[src/sv/srhm_pkg.sv]
`timescale 1ns / 1ps

package srhm_pkg;

	localparam int NOW_W      = 48;
	localparam int GAP_W      = 32;
	localparam int WLEN_W     = 7;
	localparam int THR_W      = 32;
	localparam int CFG_IDX_W  = 3;
	localparam int CFG_DATA_W = 32;
	localparam int RATE_W     = 32;
	localparam int AGE_W      = 48;
	localparam int QUAL_W     = 2;
	localparam int S_TDATA_W  = 48;
	localparam int M_TDATA_W  = 88;

	localparam int                 SCALE_W    = 30;
	localparam logic [SCALE_W-1:0] RATE_SCALE = 30'd1_000_000_000;

	localparam logic [WLEN_W-1:0] WINDOW_LEN_RST    = 7'd30;
	localparam logic [THR_W-1:0]  STALE_TIMEOUT_RST = 32'd1_000_000;
	localparam logic [THR_W-1:0]  MIN_RATE_RST      = 32'd5_000;
	localparam logic [THR_W-1:0]  GOOD_RATE_RST     = 32'd15_000;
	localparam logic [THR_W-1:0]  EXC_RATE_RST      = 32'd28_000;

	localparam logic MODE_ARRIVAL = 1'b0;
	localparam logic MODE_QUERY   = 1'b1;

	typedef enum logic [CFG_IDX_W-1:0] {
		CFG_WINDOW_LEN    = 3'd0,
		CFG_STALE_TIMEOUT = 3'd1,
		CFG_MIN_RATE      = 3'd2,
		CFG_GOOD_RATE     = 3'd3,
		CFG_EXC_RATE      = 3'd4
	} cfg_idx_t;

	typedef enum logic [QUAL_W-1:0] {
		QUAL_BELOW = 2'd0,
		QUAL_MIN   = 2'd1,
		QUAL_GOOD  = 2'd2,
		QUAL_EXC   = 2'd3
	} qual_t;

	typedef enum logic [6:0] {
		ST_IDLE = 7'b0000001,
		ST_GAP  = 7'b0000010,
		ST_SUM  = 7'b0000100,
		ST_MUL  = 7'b0001000,
		ST_DIV  = 7'b0010000,
		ST_FIN  = 7'b0100000,
		ST_OUT  = 7'b1000000
	} state_t;

	typedef struct packed {
		logic [2:0]        pad;
		logic              healthy;
		qual_t             quality;
		logic [AGE_W-1:0]  age_us;
		logic [RATE_W-1:0] rate_mhz;
		logic              stale;
		logic              seen;
	} result_t;

endpackage

[src/sv/stream_rate_health_monitor_top.sv]
`timescale 1ns / 1ps

// channel   | handshake          | payload
// ----------+--------------------+-------------------------------------------------
// input     | s_tvalid, s_tready | s_tdata: now_us[47:0]; s_tuser: mode
// result    | m_tvalid, m_tready | m_tdata: seen, stale, rate_mhz, age_us, quality,
//           |                    |          healthy, 3 zero bits
// config    | cfg_we             | cfg_index, cfg_data
//
// One item is in work at a time, from accept until its result is loaded at the output;
// the bit-serial rate divider makes one quotient bit a cycle.
// The gap ring sits in one RAM: read at accept, written back in ST_SUM when a gap is stored.
// Reset is asynchronous and needs no clearing pass; a window_len write clears the tracker.
// A result stalled at the output holds the next item in its final state, ST_OUT, only.

module stream_rate_health_monitor_top import srhm_pkg::*; #(
	parameter int MAX_WINDOW = 64
) (
	input  logic                  clk,
	input  logic                  arst_n,
	input  logic                  s_tvalid,
	output logic                  s_tready,
	input  logic [S_TDATA_W-1:0]  s_tdata,   // now_us[47:0]
	input  logic                  s_tuser,   // mode
	output logic                  m_tvalid,
	input  logic                  m_tready,
	output logic [M_TDATA_W-1:0]  m_tdata,   // seen, stale, rate_mhz[31:0], age_us[47:0],
	                                         // quality[1:0], healthy, 3 zero bits
	input  logic                  cfg_we,
	input  logic [CFG_IDX_W-1:0]  cfg_index,
	input  logic [CFG_DATA_W-1:0] cfg_data
);

	localparam int IDX_W = (MAX_WINDOW > 1) ? $clog2(MAX_WINDOW) : 1;
	localparam int CNT_W = $clog2(MAX_WINDOW + 1);
	localparam int CMP_W = (CNT_W > WLEN_W) ? CNT_W : WLEN_W;
	localparam int SUM_W = GAP_W + CNT_W;
	localparam int NUM_W = CNT_W + SCALE_W;
	localparam int BIT_W = $clog2(NUM_W + 1);
	localparam int QW_W  = (NUM_W > RATE_W) ? NUM_W : RATE_W + 1;

	state_t state_q;

	logic                  mode_q;
	logic [NOW_W-1:0]      now_q;

	logic [WLEN_W-1:0]     window_len_q;
	logic [THR_W-1:0]      stale_timeout_q;
	logic [THR_W-1:0]      min_rate_q;
	logic [THR_W-1:0]      good_rate_q;
	logic [THR_W-1:0]      exc_rate_q;

	logic                  seen_q;
	logic [NOW_W-1:0]      last_q;
	logic [IDX_W-1:0]      head_q;
	logic [CNT_W-1:0]      count_q;
	logic [SUM_W-1:0]      sum_q;

	logic                  store_q;
	logic [GAP_W-1:0]      gap_q;
	logic [GAP_W-1:0]      old_q;
	logic [NUM_W-1:0]      num_q;
	logic [SUM_W-1:0]      rem_q;
	logic [BIT_W-1:0]      bit_q;
	logic                  rate_zero_q;
	logic [AGE_W-1:0]      age_q;
	logic                  stale_q;
	logic [RATE_W-1:0]     rate_q;

	result_t               result_q;
	logic                  m_tvalid_q;

	logic [CMP_W-1:0]      wl_ext;
	logic [CMP_W-1:0]      len_cmp;
	logic [IDX_W-1:0]      h_eff;
	logic [CMP_W-1:0]      h_inc;
	logic [IDX_W-1:0]      head_next;
	logic                  win_full;
	logic [NOW_W-1:0]      diff;
	logic [SUM_W:0]        trial;
	logic                  trial_ge;
	logic [GAP_W-1:0]      rd_data;
	logic                  mem_we;
	logic                  in_beat;
	logic                  out_load;
	qual_t                 quality;

	assign s_tready = (state_q == ST_IDLE);
	assign in_beat  = s_tvalid && s_tready;
	assign out_load = (state_q == ST_OUT) && (!m_tvalid_q || m_tready);

	always_comb begin
		wl_ext = CMP_W'(window_len_q);
		if (wl_ext == '0) begin
			len_cmp = CMP_W'(1);
		end else if (wl_ext > CMP_W'(MAX_WINDOW)) begin
			len_cmp = CMP_W'(MAX_WINDOW);
		end else begin
			len_cmp = wl_ext;
		end
		h_eff     = (CMP_W'(head_q) >= len_cmp) ? '0 : head_q;
		h_inc     = CMP_W'(h_eff) + CMP_W'(1);
		head_next = (h_inc >= len_cmp) ? '0 : IDX_W'(h_inc);
		win_full  = (CMP_W'(count_q) >= len_cmp);
		diff      = now_q - last_q;
		trial     = {rem_q, num_q[NUM_W-1]};
		trial_ge  = (trial >= {1'b0, sum_q});
	end

	always_comb begin
		if (rate_q < min_rate_q) begin
			quality = QUAL_BELOW;
		end else if (rate_q < good_rate_q) begin
			quality = QUAL_MIN;
		end else if (rate_q < exc_rate_q) begin
			quality = QUAL_GOOD;
		end else begin
			quality = QUAL_EXC;
		end
	end

	assign mem_we = (state_q == ST_SUM) && store_q;

	srhm_ram #(
		.WIDTH (GAP_W),
		.DEPTH (MAX_WINDOW)
	) gap_ram_i (
		.clk   (clk),
		.we    (mem_we),
		.waddr (h_eff),
		.wdata (gap_q),
		.raddr (h_eff),
		.rdata (rd_data)
	);

	always_ff @(posedge clk or negedge arst_n) begin
		if (!arst_n) begin
			state_q         <= ST_IDLE;
			window_len_q    <= WINDOW_LEN_RST;
			stale_timeout_q <= STALE_TIMEOUT_RST;
			min_rate_q      <= MIN_RATE_RST;
			good_rate_q     <= GOOD_RATE_RST;
			exc_rate_q      <= EXC_RATE_RST;
			seen_q          <= 1'b0;
			last_q          <= '0;
			head_q          <= '0;
			count_q         <= '0;
			sum_q           <= '0;
			bit_q           <= '0;
			m_tvalid_q      <= 1'b0;
		end else begin
			if (out_load) begin
				m_tvalid_q <= 1'b1;
			end else if (m_tready) begin
				m_tvalid_q <= 1'b0;
			end
			case (state_q)
				ST_IDLE: begin
					if (in_beat) begin
						state_q <= ST_GAP;
					end
				end
				ST_GAP: begin
					state_q <= ST_SUM;
				end
				ST_SUM: begin
					if (store_q) begin
						sum_q  <= sum_q - (win_full ? SUM_W'(old_q) : '0) + SUM_W'(gap_q);
						head_q <= head_next;
						if (!win_full) begin
							count_q <= count_q + CNT_W'(1);
						end
					end
					if (mode_q == MODE_ARRIVAL) begin
						last_q <= now_q;
						seen_q <= 1'b1;
					end
					state_q <= ST_MUL;
				end
				ST_MUL: begin
					bit_q   <= BIT_W'(NUM_W);
					state_q <= ST_DIV;
				end
				ST_DIV: begin
					bit_q <= bit_q - BIT_W'(1);
					if (bit_q == BIT_W'(1)) begin
						state_q <= ST_FIN;
					end
				end
				ST_FIN: begin
					state_q <= ST_OUT;
				end
				ST_OUT: begin
					if (out_load) begin
						state_q <= ST_IDLE;
					end
				end
				default: begin
					state_q <= ST_IDLE;
				end
			endcase
			if (cfg_we) begin
				case (cfg_idx_t'(cfg_index))
					CFG_WINDOW_LEN: begin
						window_len_q <= cfg_data[WLEN_W-1:0];
						seen_q       <= 1'b0;
						last_q       <= '0;
						head_q       <= '0;
						count_q      <= '0;
						sum_q        <= '0;
					end
					CFG_STALE_TIMEOUT: stale_timeout_q <= cfg_data;
					CFG_MIN_RATE:      min_rate_q      <= cfg_data;
					CFG_GOOD_RATE:     good_rate_q     <= cfg_data;
					CFG_EXC_RATE:      exc_rate_q      <= cfg_data;
					default: begin
					end
				endcase
			end
		end
	end

	always_ff @(posedge clk) begin
		if (in_beat) begin
			mode_q <= s_tuser;
			now_q  <= s_tdata[NOW_W-1:0];
		end
		if (state_q == ST_GAP) begin
			store_q <= (mode_q == MODE_ARRIVAL) && seen_q && (now_q > last_q);
			gap_q   <= (|diff[NOW_W-1:GAP_W]) ? '1 : diff[GAP_W-1:0];
			old_q   <= rd_data;
		end
		if (state_q == ST_MUL) begin
			num_q       <= NUM_W'(count_q) * NUM_W'(RATE_SCALE);
			rem_q       <= '0;
			rate_zero_q <= (count_q == '0) || (sum_q == '0);
			if (!seen_q) begin
				age_q <= '1;
			end else if (now_q > last_q) begin
				age_q <= diff;
			end else begin
				age_q <= '0;
			end
		end
		if (state_q == ST_DIV) begin
			rem_q <= trial_ge ? SUM_W'(trial - {1'b0, sum_q}) : trial[SUM_W-1:0];
			num_q <= {num_q[NUM_W-2:0], trial_ge};
		end
		if (state_q == ST_FIN) begin
			if (rate_zero_q) begin
				rate_q <= '0;
			end else if (QW_W'(num_q) > QW_W'({RATE_W{1'b1}})) begin
				rate_q <= '1;
			end else begin
				rate_q <= RATE_W'(num_q);
			end
			stale_q <= !seen_q || (age_q > AGE_W'(stale_timeout_q));
		end
		if (out_load) begin
			result_q.pad      <= '0;
			result_q.seen     <= seen_q;
			result_q.stale    <= stale_q;
			result_q.rate_mhz <= rate_q;
			result_q.age_us   <= age_q;
			result_q.quality  <= quality;
			result_q.healthy  <= seen_q && !stale_q && (quality != QUAL_BELOW);
		end
	end

	assign m_tvalid = m_tvalid_q;
	assign m_tdata  = result_q;

endmodule

[src/sv/srhm_ram.sv]
`timescale 1ns / 1ps

module srhm_ram #(
	parameter int WIDTH = 32,
	parameter int DEPTH = 64
) (
	input  logic                                       clk,
	input  logic                                       we,
	input  logic [((DEPTH > 1) ? $clog2(DEPTH) : 1)-1:0] waddr,
	input  logic [WIDTH-1:0]                           wdata,
	input  logic [((DEPTH > 1) ? $clog2(DEPTH) : 1)-1:0] raddr,
	output logic [WIDTH-1:0]                           rdata
);

	logic [WIDTH-1:0] mem_q [DEPTH];
	logic [WIDTH-1:0] rdata_q;

	always_ff @(posedge clk) begin
		if (we) begin
			mem_q[waddr] <= wdata;
		end
		rdata_q <= mem_q[raddr];
	end

	assign rdata = rdata_q;

endmodule

[config.mk]
export PLATFORM = sky130hd
export DESIGN_NAME = stream_rate_health_monitor_top
export DESIGN_NICKNAME = d
export VERILOG_FILES = /design/src/sv/srhm_pkg.sv /design/src/sv/stream_rate_health_monitor_top.sv /design/src/sv/srhm_ram.sv
export SDC_FILE = /design/constraint.sdc
export NUM_CORES = 2
export LEC_CHECK = 0
export ABC_AREA = 0
export BUFFER_PORTS_ARGS = -buffer_cell sky130_fd_sc_hd__buf_2
export CAP_MARGIN = 30
export CORE_MARGIN = 3
export CORE_UTILIZATION = 49
export CTS_CLUSTER_SIZE = 28
export DETAILED_ROUTE_END_ITERATION = 12
export MAX_ROUTING_LAYER = met4
export PLACE_DENSITY = 0.74
export SLEW_MARGIN = 5
export SYNTH_ARGS = -nofsm -noshare
export SYNTH_HDL_FRONTEND = slang
export SYNTH_SLANG_ARGS = --single-unit
[constraint.sdc]
create_clock -name clk -period 12.5 [get_ports clk]
set_input_delay 0.625 -clock clk [delete_from_list [all_inputs] [get_ports clk]]
set_output_delay 0.625 -clock clk [all_outputs]
set_load 0.02 [all_outputs]
==> results by stage <==
Status:
- The flow ran to the end, and the final reports show no timing, DRC or antenna violations.

Die:
- The chip height is 485.3 um.
- The width of the die is 485.3 um.
- The area of the die is 0.2355 sq mm.
- Once the floorplan was initialized, standard cells occupied about half of the core.
- around 180 I/O pins were placed.
- The core box area is 0.2279 sq mm.
- The row count is around 180.

Routing:
- The final layout contains routed wiring with a total length of 354,800 um.
- The via count of the routed design is 74,490.
- After detailed routing, the average wire length per cell comes to slightly above 30 um.
- Using the TritonRoute via totals, the vias-per-cell ratio works out to approximately 6.5.
- Once detail routing completed, the nets flagged for antenna violations numbered 0.
- The number of design-rule violations left by the first detailed-router iteration is 12,290.
- In the routed design, unresolved DRC markers number 0.
- The pre-antenna-repair detailed-routing pass consisted of 7 iterations.

STA:
- The number of pins exceeding their max-slew limit in the final report came to 0.
- Setup repair after global routing left no endpoint under its margin.
- The final critical-path share of the clock period is 54.92%.
- The shortest clock period the worst path allows after layout is 6.865 ns.
- For the final routed database, the setup TNS stands at 0 ns.
- Static timing analysis puts the maximum clock frequency at about 150 MHz.
- The worst-margin pin slew is between 1 and 1.5 ns.
- In this run the tightest slew margin relative to its limit is 17.73%.
- The final count of hold timing violations was 0.
- On the final layout, the worst clock skew is slightly above 0.1 ns.
- The number of endpoints failing setup at the final stage is 0.

Yosys:
- The number of different library cells used by synthesis comes to 84.
- Sequential cells were found to cover 70.32% of the synthesized design area.
- The Yosys warning count is 0.
- Dividing the synthesized area by the synthesized cell count gives 14.21 sq um.
- The most common cell in the synthesized netlist is edfxtp_1.
- Among all flip-flop cells after synthesis, the most frequent one is edfxtp_1.
- Counting instances in the post-synthesis netlist gives the leading cell types as edfxtp_1, nand2_1, a21oi_1.
- The post-synthesis instance area is 0.1126 sq mm.
- The area share of the largest cell type after synthesis is between 60% and 70%.
- Counting flops with an async set or reset pin after synthesis yields a share of 9.304%.
- By area the synthesized netlist is led by edfxtp_1, dfrtp_1, ha_1.
- The synthesized design spends more area on one cell type than any other, namely edfxtp_1.
- The number of enable flip-flop cells after synthesis is 2,405.
- Synthesis produced a netlist whose cell count is 7,922.
- The register bit total from synthesis is 2,687.

Clock network:
- The clock latency of the later-clocked register in the worst-skew pair is 0.97 ns.
- Clock-pin slew was measured on the worst setup and hold paths at about 0.060 ns.
- No sink is reached through more buffers than the 4 on the longest clock path.
- Counting every sink on the clock net gives around 2,700.
- Once the clock tree was built, the resizer swapped 0 gates to a different size.
- The number of buffers inserted during clock tree synthesis is 281.
- The H-tree depth is 5.
- The clock tree from TritonCTS is built.
- The cell at the root of the clock tree is clkbuf_16.

Hold path:
- The hold path depth is 3.
- The startpoint of the tightest hold check path is cfg_data[2].
- The worst hold-check path type is in2reg.
- The worst hold path terminates at window_len_q[2].

Critical path:
- The slack of the worst reg-to-reg path is 5.63 ns.
- The endpoint kind of the worst setup timing path is a register.
- The worst flop-to-flop path endpoint is sum_q[35].
- The data required time of the worst path is 13.24 ns.
- The worst reg-to-reg path cell count is 25.
- The launching point of the worst reg2reg path is count_q[0].
- For the worst setup path, the data arrival time is 7.61 ns.
- The peak fanout along the critical path is 32.
- The critical path in this run is classified as reg2reg.
- The critical path startpoint category is a register.

Power:
- Summed over all cells, the static leakage comes to 44.60 nW.
- The maximum resistive drop on vdd is 0.0001704 V.
- The total chip power is 26.37 mW.
- The power per cell area is 205.9 mW/mm^2.
- The power share of the sequential group is 40.3%.
- The share of total power dissipated in the clock network is 30.7%.
- Of the total power, the share spent switching nets is between 30% and 40%.
- In this run, the combinational gates consume 29.0% of the power.
- The internal power is 17.59 mW.
- The net switching component of the power is 8.783 mW.

GRT:
- The initial antenna violation count is 35.
- The global router's overall resource usage is 30.54%.
- The first global-routing pass estimated 507,600 um of wire.
- The number of global-route vias before repair is 71,760.
- Entering global routing, the biggest net connects 128 pins.
- The remaining global-route overflow is 0.

Final layout:
- The layout filler cell count is 17,340.
- The area of combinational cells with multiple inputs is 0.03111 sq mm.
- The number of nets in the finished design is 8,797.
- The register area is 0.07916 sq mm.
- The layout-stage area growth over the synthesis result is 13.79%.
- Cells with a size suffix above 1 make up 12.33% of the layout.

Placed design:
- The wire-length estimate of the detail-placed layout is 210,000 um.
- The weighted congestion at the end of routability-driven global placement is 0.9797.
- During placement, the flow inserted port buffers numbering approximately 180.

Run:
- The max-capacitance violation count is 0.
==> cell usage in the layout (no fill, tap or decap), types with 32 or more instances in the layout <==
master,instances
a211oi_1,43
clkbuf_16,290
inv_1,408
a22oi_1,230
a222oi_1,170
clkinv_2,39
nand4_1,61
o22ai_1,60
nand2_1,802
edfxtp_1,2405
clkbuf_1,69
dlygate4sd3_1,75
dfrtp_1,216
a31oi_1,162
nor4_1,34
nor2b_1,44
buf_4,209
diode_2,38
clkinv_1,32
nand3_1,67
mux2i_1,199
a22o_1,55
nor2_1,291
xor2_1,63
nor3_1,43
xnor2_1,83
nand2b_1,50
ha_1,346
dfxtp_1,32
a21oi_1,434
fa_1,71
o21ai_0,355
a21o_1,94
and2_1,53
mux2_2,81
buf_2,183
nor2_4,75
a221oi_1,115
==> per-layer routing <==
metal | share of wire [%] | vias up | track usage (%)
met5 | 0 | - | -
met4 | 7.8 | 0 | 19.70
met3 | 14 | 1211 | 8.861
met2 | 43 | 5687 | 43.49
met1 | 34 | 36490 | 38.26
li1 | - | 31110 | -
==> how the worst max path moves through the flow <==
stage | depth (start not counted) | from | slack, ns | endpoint
2_1_floorplan | 25 | count_q[0] | 6.60 | sum_q[38]
3_3_place_gp | 17 | window_len_q[6] | 5.26 | gap_ram_i.rdata[23]
3_5_place_dp | 24 | count_q[0] | 5.32 | sum_q[35]
4_1_cts | 24 | count_q[0] | 5.29 | sum_q[35]
5_1_grt | 25 | count_q[0] | 5.10 | sum_q[35]
6_report | 25 | count_q[0] | 5.63 | sum_q[35]
==> cells by family after synthesis <==
family	synth area share, %
other	0.003331
DFF	70.32
buffers and inverters	2.763
and+or+nand+nor	6.397
adders and majority gates	5.108
muxes	2.600
xor gates and xnor gates	1.136
AOI/OAI and AO/OA	11.68
==> power by group through the flow <==
stage	Combinational, mW	Sequential (mW)	Clock (mW)
floorplan	4.86	10.7	0
CTS	7.46	10.6	8.11
finish	7.66	10.6	8.09
global route	8.22	10.6	8.46
detailed placement	7.38	10.8	0
global placement	7.28	10.8	0
==> worst max-delay path, cell delays in order (launching register included) <==
cell and delay, ns:
dfrtp_1 0.82, inv_1 0.38, ha_1 0.37, nand2b_1 0.14, a21o_1 0.17, a21o_1 0.17, a21o_1 0.17, a21o_1 0.17
a21o_1 0.17, a21o_1 0.24, buf_16 0.18, and2_1 0.19, fa_1 0.48, inv_1 0.07, ha_1 0.31, a211oi_1 0.27
o211ai_1 0.15, a22oi_1 0.34, o211ai_1 0.26, a21o_1 0.22, a31oi_1 0.38, o21ai_0 0.27, or2_2 0.32, a31oi_1 0.19
xnor2_1 0.14, a21oi_1 0.08
==> state kept, by name, indices dropped and copies added, names as in the netlist, 6 cells and up <==
| register | cells |
|---|---|
| gap_q | 32 |
| rate_q | 32 |
| now_q | 48 |
| window_len_q | 7 |
| head_q | 6 |
| num_q | 37 |
| min_rate_q | 32 |
| sum_q | 39 |
| m_tdata | 85 |
| state_q | 7 |
| stale_timeout_q | 32 |
| exc_rate_q | 32 |
| rem_q | 39 |
| bit_q | 6 |
| good_rate_q | 32 |
| gap_ram_i.mem_q | 2048 |
| old_q | 32 |
| age_q | 48 |
| gap_ram_i.rdata | 32 |
| last_q | 48 |
| count_q | 7 |
==> cell type report <==
class / instances / share of cell area, %
clock inverter: 109 / 0.7746
sequential: 2687 / 61.80
tap: 3009 / 2.939
multi-input combinational: 4421 / 24.29
timing repair buffer: 489 / 2.888
inverter: 411 / 1.208
antenna: 38 / 0.07424
clock buffer: 374 / 6.029
==> through the flow <==
step	hold slack, ns	worst slack [ns]	instances	instance area, sq um	utilization (%)
3_5_place_dp	0.4115	5.321	10930	118300	51.92
6_report	0.05554	5.635	11540	128100	56.20
4_1_cts	0.01129	5.294	11490	127800	56.07
2_1_floorplan	0.3294	6.600	7924	112600	-
5_1_grt	0.03030	5.102	11520	128100	56.18
3_3_place_gp	0.3994	5.265	10920	118100	51.83
==> timing repair <==
action	in CTS	in global routing
hold buffers	75	0
endpoints found under the hold margin	244	0
setup buffers	0	0
No activity file was read; power rests on OpenSTA's default activity.
